<file path="config.mk">
export PLATFORM = sky130hd
export DESIGN_NAME = i2c_rtc_register_shadow_core_flat
export DESIGN_NICKNAME = d
export VERILOG_FILES = /design/src/sv/irrs_pkg.sv /design/src/sv/irrs_req_if.sv /design/src/sv/irrs_rsp_if.sv /design/src/sv/i2c_rtc_register_shadow_core.sv /design/src/sv/irrs_map_ram.sv /design/src/flat_wrapper.sv
export SDC_FILE = /design/constraint.sdc
export NUM_CORES = 1
export LEC_CHECK = 0
export ABC_AREA = 1
export BUFFER_PORTS_ARGS = -buffer_cell sky130_fd_sc_hd__buf_4
export CORE_MARGIN = 2
export CORE_UTILIZATION = 62
export DETAILED_ROUTE_END_ITERATION = 8
export GPL_TIMING_DRIVEN = 0
export MAX_ROUTING_LAYER = met4
export PLACE_DENSITY = 0.86
export RECOVER_POWER = 100
export REMOVE_ABC_BUFFERS = 1
export SYNTH_ARGS = -nofsm -noshare
export SYNTH_HDL_FRONTEND = slang
export SYNTH_SLANG_ARGS = --single-unit
</file>
<file path="constraint.sdc">
create_clock -name clock -period 9.55 [get_ports clock]
set_input_delay 1.91 -clock clock [delete_from_list [all_inputs] [get_ports clock]]
set_output_delay 1.91 -clock clock [all_outputs]
set_load 0.02 [all_outputs]
</file>
<file path="src/sv/irrs_pkg.sv">
package irrs_pkg;

   // map geometry
   localparam int MAP_BYTES  = 64;
   localparam int PTR_W      = $clog2(MAP_BYTES);
   localparam int TIME_BYTES = 8;
   localparam int TIME_W     = $clog2(TIME_BYTES);

   // fixed map locations and bits
   localparam logic [TIME_W-1:0] ADDR_SECONDS = TIME_W'(0);
   localparam logic [TIME_W-1:0] ADDR_MINUTES = TIME_W'(1);
   localparam logic [TIME_W-1:0] ADDR_HOURS   = TIME_W'(2);
   localparam logic [TIME_W-1:0] ADDR_WEEKDAY = TIME_W'(3);
   localparam logic [TIME_W-1:0] ADDR_DATE    = TIME_W'(4);
   localparam logic [TIME_W-1:0] ADDR_MONTH   = TIME_W'(5);
   localparam logic [TIME_W-1:0] ADDR_YEAR    = TIME_W'(6);
   localparam int HALT_BIT   = 7;
   localparam int MODE12_BIT = 6;
   localparam int PM_BIT     = 5;

   typedef enum logic [2:0] {
      OP_WRITE_MATCH = 3'd0,
      OP_READ_MATCH  = 3'd1,
      OP_DATA_WRITE  = 3'd2,
      OP_DATA_READ   = 3'd3,
      OP_STOP        = 3'd4
   } op_type;

   // one request word as held in the input register
   typedef struct packed {
      logic [2:0] operation;
      logic [7:0] data_byte;
      logic [7:0] clock_seconds;
      logic [7:0] clock_minutes;
      logic [7:0] clock_hours;
      logic [7:0] clock_weekday;
      logic [7:0] clock_day_of_month;
      logic [7:0] clock_month;
      logic [7:0] clock_year;
   } req_word_type;

   // one response word as held in the output register
   typedef struct packed {
      logic [7:0] read_data;
      logic       set_valid;
      logic [6:0] set_seconds;
      logic [7:0] set_minutes;
      logic [7:0] set_hours;
      logic [7:0] set_weekday;
      logic [7:0] set_day_of_month;
      logic [7:0] set_month;
      logic [7:0] set_year;
   } rsp_word_type;

   // access to the ram part of the map
   typedef struct packed {
      logic             wr_en;
      logic [PTR_W-1:0] wr_addr;
      logic [7:0]       wr_data;
      logic             rd_en;
      logic [PTR_W-1:0] rd_addr;
   } ram_req_type;

   // two bcd digits to binary, 8-bit wrap
   function automatic logic [7:0] bcd_to_bin(input logic [7:0] v);
      return 8'(({4'b0, v[7:4]} * 8'd10) + {4'b0, v[3:0]});
   endfunction

   // binary to two bcd digits, divide by ten through a reciprocal
   function automatic logic [7:0] bin_to_bcd(input logic [7:0] v);
      logic [15:0] p;
      logic [4:0]  q;
      logic [7:0]  r;
      p = 16'({8'b0, v} * 16'd205);
      q = p[15:11];
      r = v - 8'({3'b0, q} * 8'd10);
      return 8'({q, 4'b0}) | {4'b0, r[3:0]};
   endfunction

   // 24-hour bcd to 12-hour form with mode and pm bits
   function automatic logic [7:0] hours_to_12(input logic [7:0] hrs);
      logic [7:0] h;
      logic       pm;
      h  = bcd_to_bin(hrs);
      pm = (h >= 8'd12);
      if (pm) begin
         h = h - 8'd12;
      end
      if (h == 8'd0) begin
         h = 8'd12;
      end
      return 8'h40 | bin_to_bcd(h) | {2'b0, pm, 5'b0};
   endfunction

   // 12-hour form back to 24-hour bcd
   function automatic logic [7:0] hours_to_24(input logic [7:0] hrs);
      logic [7:0] v;
      v = bcd_to_bin({3'b0, hrs[4:0]});
      if (v >= 8'd24) begin
         v = v - 8'd24;
      end else if (v >= 8'd12) begin
         v = v - 8'd12;
      end
      if (hrs[PM_BIT]) begin
         v = v + 8'd12;
      end
      return bin_to_bcd(v);
   endfunction

endpackage

</file>
<file path="src/sv/irrs_req_if.sv">
interface irrs_req_if;
   logic       valid;
   logic       ready;
   logic [2:0] operation;
   logic [7:0] data_byte;
   logic [7:0] clock_seconds;
   logic [7:0] clock_minutes;
   logic [7:0] clock_hours;
   logic [7:0] clock_weekday;
   logic [7:0] clock_day_of_month;
   logic [7:0] clock_month;
   logic [7:0] clock_year;

   modport source (
      output valid, operation, data_byte, clock_seconds, clock_minutes, clock_hours,
             clock_weekday, clock_day_of_month, clock_month, clock_year,
      input  ready
   );
   modport sink (
      input  valid, operation, data_byte, clock_seconds, clock_minutes, clock_hours,
             clock_weekday, clock_day_of_month, clock_month, clock_year,
      output ready
   );
endinterface

</file>
<file path="src/sv/irrs_rsp_if.sv">
interface irrs_rsp_if;
   logic       valid;
   logic       ready;
   logic [7:0] read_data;
   logic       set_valid;
   logic [6:0] set_seconds;
   logic [7:0] set_minutes;
   logic [7:0] set_hours;
   logic [7:0] set_weekday;
   logic [7:0] set_day_of_month;
   logic [7:0] set_month;
   logic [7:0] set_year;

   modport source (
      output valid, read_data, set_valid, set_seconds, set_minutes, set_hours,
             set_weekday, set_day_of_month, set_month, set_year,
      input  ready
   );
   modport sink (
      input  valid, read_data, set_valid, set_seconds, set_minutes, set_hours,
             set_weekday, set_day_of_month, set_month, set_year,
      output ready
   );
endinterface

</file>
<file path="src/sv/i2c_rtc_register_shadow_core.sv">
// register side of an i2c real-time-clock slave
// req_chan carries one bus event per word: write match, read match, byte
// written, byte read or stop, with the current time for a read match.
// rsp_chan returns exactly one word for each request word: the map byte for
// a byte read, or the time to load for a stop that follows writes; all other
// fields are zero.
// a word accepted goes into the input register, and its response is registered
// in the output register when the word advances.
// throughput: one word per cycle while the receiver takes responses, set by the
// single map access per word; the ram part of the map is read as the word is
// accepted, at the address the pointer will hold when the word is processed.
// reset clears the time and control bytes, the written marks of the ram
// bytes, the pointer, the pending pointer load and the dirty mark; no
// clearing pass is needed.
// when the receiver stalls, the response stays in its register, the input
// register takes one more word and then req_chan.ready falls until the
// response is taken.
module i2c_rtc_register_shadow_core (
   input  logic       clock,
   input  logic       reset,
   irrs_req_if.sink   req_chan,
   irrs_rsp_if.source rsp_chan
);

   localparam int PTR_W  = irrs_pkg::PTR_W;
   localparam int TIME_W = irrs_pkg::TIME_W;

   logic                    s_valid_ff;
   irrs_pkg::req_word_type  s_word_ff;
   logic                    r_valid_ff;
   irrs_pkg::rsp_word_type  rsp_ff;
   irrs_pkg::rsp_word_type  rsp_in;

   logic [PTR_W-1:0] ptr_ff, ptr_in;
   logic             pend_ff, pend_in;
   logic             dirty_ff, dirty_in;
   logic [7:0]       tm_ff [irrs_pkg::TIME_BYTES];
   logic [7:0]       tm_in [irrs_pkg::TIME_BYTES];

   irrs_pkg::ram_req_type ram_req;
   logic [7:0]            ram_rd_data;
   logic                  accept;
   logic                  adv;
   logic [PTR_W-1:0]      ptr_next;
   logic                  ptr_in_time;

   // handshake
   assign adv           = s_valid_ff && (!r_valid_ff || rsp_chan.ready);
   assign req_chan.ready = !s_valid_ff || adv;
   assign accept        = req_chan.valid && req_chan.ready;
   assign ptr_in_time   = (ptr_ff < PTR_W'(irrs_pkg::TIME_BYTES));
   assign ptr_next      = (ptr_ff == PTR_W'(irrs_pkg::MAP_BYTES - 1)) ? '0 : ptr_ff + 1'b1;

   irrs_map_ram u_map_ram (
      .clock   (clock),
      .reset   (reset),
      .ram_req (ram_req),
      .rd_data (ram_rd_data)
   );

   // input register
   always_ff @(posedge clock) begin
      if (reset) begin
         s_valid_ff <= 1'b0;
      end else if (accept) begin
         s_valid_ff <= 1'b1;
      end else if (adv) begin
         s_valid_ff <= 1'b0;
      end
   end

   always_ff @(posedge clock) begin
      if (accept) begin
         s_word_ff.operation          <= req_chan.operation;
         s_word_ff.data_byte          <= req_chan.data_byte;
         s_word_ff.clock_seconds      <= req_chan.clock_seconds;
         s_word_ff.clock_minutes      <= req_chan.clock_minutes;
         s_word_ff.clock_hours        <= req_chan.clock_hours;
         s_word_ff.clock_weekday      <= req_chan.clock_weekday;
         s_word_ff.clock_day_of_month <= req_chan.clock_day_of_month;
         s_word_ff.clock_month        <= req_chan.clock_month;
         s_word_ff.clock_year         <= req_chan.clock_year;
      end
   end

   // event decode, map update and response build
   always_comb begin
      ptr_in   = ptr_ff;
      pend_in  = pend_ff;
      dirty_in = dirty_ff;
      tm_in    = tm_ff;
      rsp_in   = '0;
      ram_req.wr_en   = 1'b0;
      ram_req.wr_addr = ptr_ff;
      ram_req.wr_data = s_word_ff.data_byte;
      if (adv) begin
         unique case (s_word_ff.operation)
            irrs_pkg::OP_WRITE_MATCH: begin
               pend_in = 1'b1;
            end
            irrs_pkg::OP_READ_MATCH: begin
               tm_in[irrs_pkg::ADDR_SECONDS] = s_word_ff.clock_seconds
                  | {tm_ff[irrs_pkg::ADDR_SECONDS][irrs_pkg::HALT_BIT], 7'b0};
               tm_in[irrs_pkg::ADDR_MINUTES] = s_word_ff.clock_minutes;
               if (tm_ff[irrs_pkg::ADDR_HOURS][irrs_pkg::MODE12_BIT]) begin
                  tm_in[irrs_pkg::ADDR_HOURS] = irrs_pkg::hours_to_12(s_word_ff.clock_hours);
               end else begin
                  tm_in[irrs_pkg::ADDR_HOURS] = s_word_ff.clock_hours;
               end
               tm_in[irrs_pkg::ADDR_WEEKDAY] = s_word_ff.clock_weekday;
               tm_in[irrs_pkg::ADDR_DATE]    = s_word_ff.clock_day_of_month;
               tm_in[irrs_pkg::ADDR_MONTH]   = s_word_ff.clock_month;
               tm_in[irrs_pkg::ADDR_YEAR]    = s_word_ff.clock_year;
            end
            irrs_pkg::OP_DATA_WRITE: begin
               if (pend_ff) begin
                  ptr_in  = PTR_W'(s_word_ff.data_byte % irrs_pkg::MAP_BYTES);
                  pend_in = 1'b0;
               end else begin
                  if (ptr_in_time) begin
                     tm_in[ptr_ff[TIME_W-1:0]] = s_word_ff.data_byte;
                  end else begin
                     ram_req.wr_en = 1'b1;
                  end
                  ptr_in   = ptr_next;
                  dirty_in = 1'b1;
               end
            end
            irrs_pkg::OP_DATA_READ: begin
               rsp_in.read_data = ptr_in_time ? tm_ff[ptr_ff[TIME_W-1:0]] : ram_rd_data;
               ptr_in           = ptr_next;
            end
            irrs_pkg::OP_STOP: begin
               if (dirty_ff) begin
                  rsp_in.set_valid   = 1'b1;
                  rsp_in.set_seconds = tm_ff[irrs_pkg::ADDR_SECONDS][6:0];
                  rsp_in.set_minutes = tm_ff[irrs_pkg::ADDR_MINUTES];
                  if (tm_ff[irrs_pkg::ADDR_HOURS][irrs_pkg::MODE12_BIT]) begin
                     rsp_in.set_hours = irrs_pkg::hours_to_24(tm_ff[irrs_pkg::ADDR_HOURS]);
                  end else begin
                     rsp_in.set_hours = tm_ff[irrs_pkg::ADDR_HOURS];
                  end
                  rsp_in.set_weekday      = tm_ff[irrs_pkg::ADDR_WEEKDAY];
                  rsp_in.set_day_of_month = tm_ff[irrs_pkg::ADDR_DATE];
                  rsp_in.set_month        = tm_ff[irrs_pkg::ADDR_MONTH];
                  rsp_in.set_year         = tm_ff[irrs_pkg::ADDR_YEAR];
                  dirty_in                = 1'b0;
               end
            end
            default: begin
            end
         endcase
      end
      // ram read for the word being taken, at the pointer it will see
      ram_req.rd_en   = accept;
      ram_req.rd_addr = ptr_in;
   end

   // pointer, flags and time bytes
   always_ff @(posedge clock) begin
      if (reset) begin
         ptr_ff   <= '0;
         pend_ff  <= 1'b0;
         dirty_ff <= 1'b0;
         for (int i = 0; i < irrs_pkg::TIME_BYTES; i++) begin
            tm_ff[i] <= 8'h00;
         end
      end else begin
         ptr_ff   <= ptr_in;
         pend_ff  <= pend_in;
         dirty_ff <= dirty_in;
         tm_ff    <= tm_in;
      end
   end

   // output register
   always_ff @(posedge clock) begin
      if (reset) begin
         r_valid_ff <= 1'b0;
      end else if (adv) begin
         r_valid_ff <= 1'b1;
      end else if (rsp_chan.ready) begin
         r_valid_ff <= 1'b0;
      end
   end

   always_ff @(posedge clock) begin
      if (adv) begin
         rsp_ff <= rsp_in;
      end
   end

   assign rsp_chan.valid            = r_valid_ff;
   assign rsp_chan.read_data        = rsp_ff.read_data;
   assign rsp_chan.set_valid        = rsp_ff.set_valid;
   assign rsp_chan.set_seconds      = rsp_ff.set_seconds;
   assign rsp_chan.set_minutes      = rsp_ff.set_minutes;
   assign rsp_chan.set_hours        = rsp_ff.set_hours;
   assign rsp_chan.set_weekday      = rsp_ff.set_weekday;
   assign rsp_chan.set_day_of_month = rsp_ff.set_day_of_month;
   assign rsp_chan.set_month        = rsp_ff.set_month;
   assign rsp_chan.set_year         = rsp_ff.set_year;

   // checks
   a_ptr_range: assert property (@(posedge clock) disable iff (reset)
      ptr_ff < PTR_W'(irrs_pkg::MAP_BYTES - 1) || ptr_ff == PTR_W'(irrs_pkg::MAP_BYTES - 1))
      else $error("byte pointer out of map");

   a_stop_clears_dirty: assert property (@(posedge clock) disable iff (reset)
      adv && s_word_ff.operation == irrs_pkg::OP_STOP |=> !dirty_ff)
      else $error("dirty mark survived a stop");

   a_set_excl_read: assert property (@(posedge clock) disable iff (reset)
      r_valid_ff && rsp_ff.set_valid |-> rsp_ff.read_data == 8'h00)
      else $error("load word carries read data");

   a_no_drop: assert property (@(posedge clock) disable iff (reset)
      r_valid_ff && !rsp_chan.ready |=> r_valid_ff && $stable(rsp_ff))
      else $error("stalled response lost");

   a_empty_ready: assert property (@(posedge clock) disable iff (reset)
      !s_valid_ff |-> req_chan.ready)
      else $error("empty input register refuses a word");

endmodule

</file>
<file path="src/sv/irrs_map_ram.sv">
module irrs_map_ram (
   input  logic                      clock,
   input  logic                      reset,
   input  irrs_pkg::ram_req_type     ram_req,
   output logic [7:0]                rd_data
);

   logic [7:0]                     mem [irrs_pkg::MAP_BYTES];
   logic [irrs_pkg::MAP_BYTES-1:0] valid_ff;
   logic [7:0]                     rd_data_ff;
   logic                           rd_valid_ff;

   // ram array, one write and one registered read
   always_ff @(posedge clock) begin
      if (ram_req.wr_en) begin
         mem[ram_req.wr_addr] <= ram_req.wr_data;
      end
      if (ram_req.rd_en) begin
         rd_data_ff <= mem[ram_req.rd_addr];
      end
   end

   // written marks, cleared at reset so that unwritten bytes read as zero
   always_ff @(posedge clock) begin
      if (reset) begin
         valid_ff    <= '0;
         rd_valid_ff <= 1'b0;
      end else begin
         if (ram_req.wr_en) begin
            valid_ff[ram_req.wr_addr] <= 1'b1;
         end
         if (ram_req.rd_en) begin
            rd_valid_ff <= valid_ff[ram_req.rd_addr];
         end
      end
   end

   assign rd_data = rd_valid_ff ? rd_data_ff : 8'h00;

endmodule

</file>
<file path="src/flat_wrapper.sv">
// flat-port wrapper written by rule: the top's interface ports become plain ports
module i2c_rtc_register_shadow_core_flat 
  (clock, reset, req_chan_valid, req_chan_operation, req_chan_data_byte, req_chan_clock_seconds, req_chan_clock_minutes, req_chan_clock_hours, req_chan_clock_weekday, req_chan_clock_day_of_month, req_chan_clock_month, req_chan_clock_year, req_chan_ready, rsp_chan_valid, rsp_chan_read_data, rsp_chan_set_valid, rsp_chan_set_seconds, rsp_chan_set_minutes, rsp_chan_set_hours, rsp_chan_set_weekday, rsp_chan_set_day_of_month, rsp_chan_set_month, rsp_chan_set_year, rsp_chan_ready);
  irrs_req_if req_chan_i ();
  irrs_rsp_if rsp_chan_i ();
  input  logic clock;
  input  logic reset;
  input wire logic [$bits(req_chan_i.valid)-1:0] req_chan_valid;
  input wire logic [$bits(req_chan_i.operation)-1:0] req_chan_operation;
  input wire logic [$bits(req_chan_i.data_byte)-1:0] req_chan_data_byte;
  input wire logic [$bits(req_chan_i.clock_seconds)-1:0] req_chan_clock_seconds;
  input wire logic [$bits(req_chan_i.clock_minutes)-1:0] req_chan_clock_minutes;
  input wire logic [$bits(req_chan_i.clock_hours)-1:0] req_chan_clock_hours;
  input wire logic [$bits(req_chan_i.clock_weekday)-1:0] req_chan_clock_weekday;
  input wire logic [$bits(req_chan_i.clock_day_of_month)-1:0] req_chan_clock_day_of_month;
  input wire logic [$bits(req_chan_i.clock_month)-1:0] req_chan_clock_month;
  input wire logic [$bits(req_chan_i.clock_year)-1:0] req_chan_clock_year;
  output wire logic [$bits(req_chan_i.ready)-1:0] req_chan_ready;
  output wire logic [$bits(rsp_chan_i.valid)-1:0] rsp_chan_valid;
  output wire logic [$bits(rsp_chan_i.read_data)-1:0] rsp_chan_read_data;
  output wire logic [$bits(rsp_chan_i.set_valid)-1:0] rsp_chan_set_valid;
  output wire logic [$bits(rsp_chan_i.set_seconds)-1:0] rsp_chan_set_seconds;
  output wire logic [$bits(rsp_chan_i.set_minutes)-1:0] rsp_chan_set_minutes;
  output wire logic [$bits(rsp_chan_i.set_hours)-1:0] rsp_chan_set_hours;
  output wire logic [$bits(rsp_chan_i.set_weekday)-1:0] rsp_chan_set_weekday;
  output wire logic [$bits(rsp_chan_i.set_day_of_month)-1:0] rsp_chan_set_day_of_month;
  output wire logic [$bits(rsp_chan_i.set_month)-1:0] rsp_chan_set_month;
  output wire logic [$bits(rsp_chan_i.set_year)-1:0] rsp_chan_set_year;
  input wire logic [$bits(rsp_chan_i.ready)-1:0] rsp_chan_ready;
  assign req_chan_i.valid = req_chan_valid;
  assign req_chan_i.operation = req_chan_operation;
  assign req_chan_i.data_byte = req_chan_data_byte;
  assign req_chan_i.clock_seconds = req_chan_clock_seconds;
  assign req_chan_i.clock_minutes = req_chan_clock_minutes;
  assign req_chan_i.clock_hours = req_chan_clock_hours;
  assign req_chan_i.clock_weekday = req_chan_clock_weekday;
  assign req_chan_i.clock_day_of_month = req_chan_clock_day_of_month;
  assign req_chan_i.clock_month = req_chan_clock_month;
  assign req_chan_i.clock_year = req_chan_clock_year;
  assign req_chan_ready = req_chan_i.ready;
  assign rsp_chan_valid = rsp_chan_i.valid;
  assign rsp_chan_read_data = rsp_chan_i.read_data;
  assign rsp_chan_set_valid = rsp_chan_i.set_valid;
  assign rsp_chan_set_seconds = rsp_chan_i.set_seconds;
  assign rsp_chan_set_minutes = rsp_chan_i.set_minutes;
  assign rsp_chan_set_hours = rsp_chan_i.set_hours;
  assign rsp_chan_set_weekday = rsp_chan_i.set_weekday;
  assign rsp_chan_set_day_of_month = rsp_chan_i.set_day_of_month;
  assign rsp_chan_set_month = rsp_chan_i.set_month;
  assign rsp_chan_set_year = rsp_chan_i.set_year;
  assign rsp_chan_i.ready = rsp_chan_ready;
  i2c_rtc_register_shadow_core u_core (.clock(clock), .reset(reset), .req_chan(req_chan_i), .rsp_chan(rsp_chan_i));
endmodule
</file>
==> summary.md <==
| Metric | Value |
|---|---|
| Status | `finished with violations` |
| Failing checks | `capacitance limit, slew limit` |
| Initial core utilization | `62.5%` |
| Worst IR Drop VDD | `214 uV` |
| Root Driver | `clkbuf_16` |
| Routed vias/inst | `6.58` |
| Synth cell count leaders | `edfxtp_1, nor2_1, o21ai_0` |
| Seq pwr share | `44.2%` |
| I/O Buffers | `136` |
| Most numerous cell in the Yosys netlist | `edfxtp_1` |
| Reg clk slew, reported paths | `60 ps` |
| Post-Route Utilization | `70.1%` |
| First-pass GRT wire length | `143,000 um` |
| Slew margin rel. | `-230%` |
| Cell area after synthesis | `34,400 um^2` |
| Total global routing overflow | `0` |
| Dpl cells | `3,824` |
| Worst path arrival time | `8630 ps` |
| Bufs and invs on worst path | `4` |
| Switching power | `2.58 mW` |
| Ys async rst share | `0%` |
| Worst r2r src | `u_core.s_word_ff[39]` |
| Final number of max-transition violations | `404` |
| Dominant cell type by area after synthesis | `edfxtp_1` |
| Layout Cells excl Fill | `3,965` |
| Max Clk Rate | `122 MHz` |
| Area Overhead vs Synth | `12.1%` |
| Die width | `239 um` |
| Post-Synth XOR/XNOR Area | `0.502%` |
| Largest family of logic cells by synthesized area | `compound AO/OA/AOI/OAI gates` |
| Mapped Avg Cell Area | `11.5 um^2` |
| Crit-path cells | `clkbuf_1 -> clkinv_1 -> clkbuf_1 -> clkbuf_1 -> o21ai_0 -> a21oi_1` |
| TNS Setup | `0 ps` |
| Final Skew | `33.4 ps` |
| Length of the first detailed-routing pass in iterations | `6` |
| Worst skew pair latency | `650 ps` |
| All-Layer GR Usage | `33.7%` |
| Core area | `55,000 um^2` |
| Largest net degree at the start of global routing | `171` |
| Sequential cell area fraction in the yosys report | `65.0%` |
| Clk pwr share | `34.6%` |
| Period Utilization, post-route | `85.6%` |
| CP endpoint kind | `flop` |
| Fraction of synthesized area in multiplexers | `0.0291%` |
| Worst Path Required | `10,010 ps` |
| Total Wirelength | `94,000 um` |
| Crit path launch type | `input pin` |
| First DRT Iteration DRCs | `4,398` |
| DRC errors left | `0` |
| Share of cells above drive strength 1 | `7.52%` |
| Switching Share | `29.8%` |
| DIE AREA | `57,400 um^2` |
| Slowest-stage cell, CP | `clkbuf_1` |
| Leak | `13.5 nW` |
| PostCTS Resize Cnt | `0` |
| YS warnings | `0` |
| RePlAce Congestion | `0.991` |
| Post-CTS Hold Fix Bufs | `0` |
| Hold Crit Start | `u_core.u_map_ram.valid_ff[7]` |
| Die Height | `239 um` |
| Number of synthesized flops with an enable pin | `651` |
| Clock sinks | `790` |
| Critical Path Start | `reset` |
| CP max FO | `95` |
| P per Cell Area | `225 nW/um^2` |
| Cts bufs inserted | `76` |
| Synthesized instance count | `2,997` |
| Worst hold path type | `flop to flop` |
| Endpoints failing hold | `0` |
| Synth top area cells | `edfxtp_1, dfxtp_1, nor2_1, o21ai_0, ha_1` |
| ANT nets after route | `0` |
| Final setup violation count | `0` |
| Top_reg_cell synth | `edfxtp_1` |
| Pint | `6.08 mW` |
| Total Power | `8.67 mW` |
| Vias in the first global route | `25.3k` |
| CP top delay family | `buffers and inverters` |
| Final net count | `3,348` |
| Avg WL per Cell | `23.7 um` |
| Max-Cap Viols | `10` |
| Hold Slack | `431 ps` |
| CTS tree | `done` |
| Post-synthesis cell type count | `55` |
| Logic gate share of total power | `21.2%` |
| N_diodes | `0` |
| Unrepaired setup endpoints after global routing | `false` |
| Yosys reg bits | `790` |
| Cell row count | `86` |
| DR vias | `26.1k` |
| CP most frequent cell | `clkbuf_1` |
| CP Class | `input pin to flop` |
| Postcts setup bufs | `0` |
| I/O Pins | `137` |
| Clk buf depth | `3` |
| Detail Placement HPWL | `56,900 um` |
| Post-synthesis compound-gate area fraction | `14.2%` |
| Initial antenna violation count | `0` |
| Synth Area in Adders | `5.04%` |
| Area share of the largest cell type after synthesis | `56.9%` |
| Post-synthesis simple-gate area fraction | `10.8%` |
| Min Tclk post-route | `8170 ps` |
| Max incr delay on CP | `3390 ps` |
| H-tree depth reported by CTS | `3` |
| Worst Tran Pin Value | `4950 ps` |
==> cell usage in the layout, fill, tap and decap left out, types with 14 or more instances in the layout <==
| cell | n |
|---|---|
| inv_1 | 216 |
| o21ai_0 | 327 |
| nand2_2 | 15 |
| nand3_1 | 98 |
| o221ai_1 | 72 |
| a211oi_1 | 79 |
| edfxtp_1 | 651 |
| o21a_1 | 20 |
| clkbuf_16 | 77 |
| nor2_1 | 584 |
| nand2_1 | 149 |
| dfxtp_1 | 139 |
| o21ai_1 | 14 |
| o22ai_1 | 84 |
| clkinv_1 | 14 |
| a21oi_1 | 64 |
| ha_1 | 97 |
| o211ai_1 | 84 |
| fa_1 | 26 |
| clkbuf_4 | 61 |
| clkbuf_1 | 118 |
| conb_1 | 68 |
==> area by class of cell <==
cell class / instances / area [um^2]
repair buffers: 171 / 1150
fillers: 3447 / 16500
clock inverters: 36 / 379
clock buffers: 105 / 2090
multi-input cells: 1882 / 10800
well taps: 748 / 936
flip-flops and latches: 790 / 22300
inverters: 233 / 888
==> metal layers <==
| metal | vias to the layer above | global-route usage, % | part of all wire (%) |
|---|---|---|---|
| met5 | - | - | 0 |
| met4 | 0 | 16.7 | 5.4 |
| met3 | 405 | 7.00 | 13 |
| met2 | 2295 | 50.7 | 46 |
| met1 | 12300 | 44.1 | 36 |
| li1 | 11100 | - | - |
==> stage by stage <==
stage          setup WS, ps  instance area (um^2)
3_5_place_dp           1910                 36900
5_1_grt                1080                 38500
2_1_floorplan           439                 34000
3_3_place_gp          -4620                 35900
6_report               1380                 38500
4_1_cts                1880                 39300
==> cells by family (layout without fill, tap and decap cells) <==
family	Yosys count	in the layout
flip-flops	790	790
other	2	68
adder cells (fa/ha/maj)	123	123
AND/OR/NAND/NOR	891	891
XOR/XNOR	18	18
AO/OA/AOI/OAI	781	781
multiplexers	1	1
buffers and inverters	391	545
==> tightest hold or removal path, stage by stage (launching register included) <==
cell and delay, ps:
dfxtp_1 310, inv_1 50, nor2_1 30
==> state kept, by name (all words and copies together) (netlist names), 59 cells and up <==
name,flops
u_core.s_word_ff,59
u_core.tm_ff,64
u_core.u_map_ram.mem,512
u_core.u_map_ram.valid_ff,64
==> path summary, 6_finish.rpt <==
| check | cells past startpoint | endpoint | slack, ps |
|---|---|---|---|
| worst max register to register | 35 | u_core.tm_ff[42] | 1640 |
| worst max-delay path | 6 | u_core.tm_ff[26] | 1380 |
| worst min-delay path | 2 | u_core.u_map_ram.valid_ff[7] | 430 |
| worst min register to register | 2 | u_core.u_map_ram.valid_ff[7] | 430 |
==> power groups by stage <==
stage | registers (mW) | logic (mW) | clock network [mW]
2_1_floorplan | 3.91 | 1.28 | 0
3_5_place_dp | 3.90 | 1.82 | 0
4_1_cts | 3.83 | 1.85 | 2.98
3_3_place_gp | 3.93 | 1.72 | 0
5_1_grt | 3.83 | 2.09 | 3.13
6_report | 3.83 | 1.84 | 2.99
(Power assumes the default switching activity.)
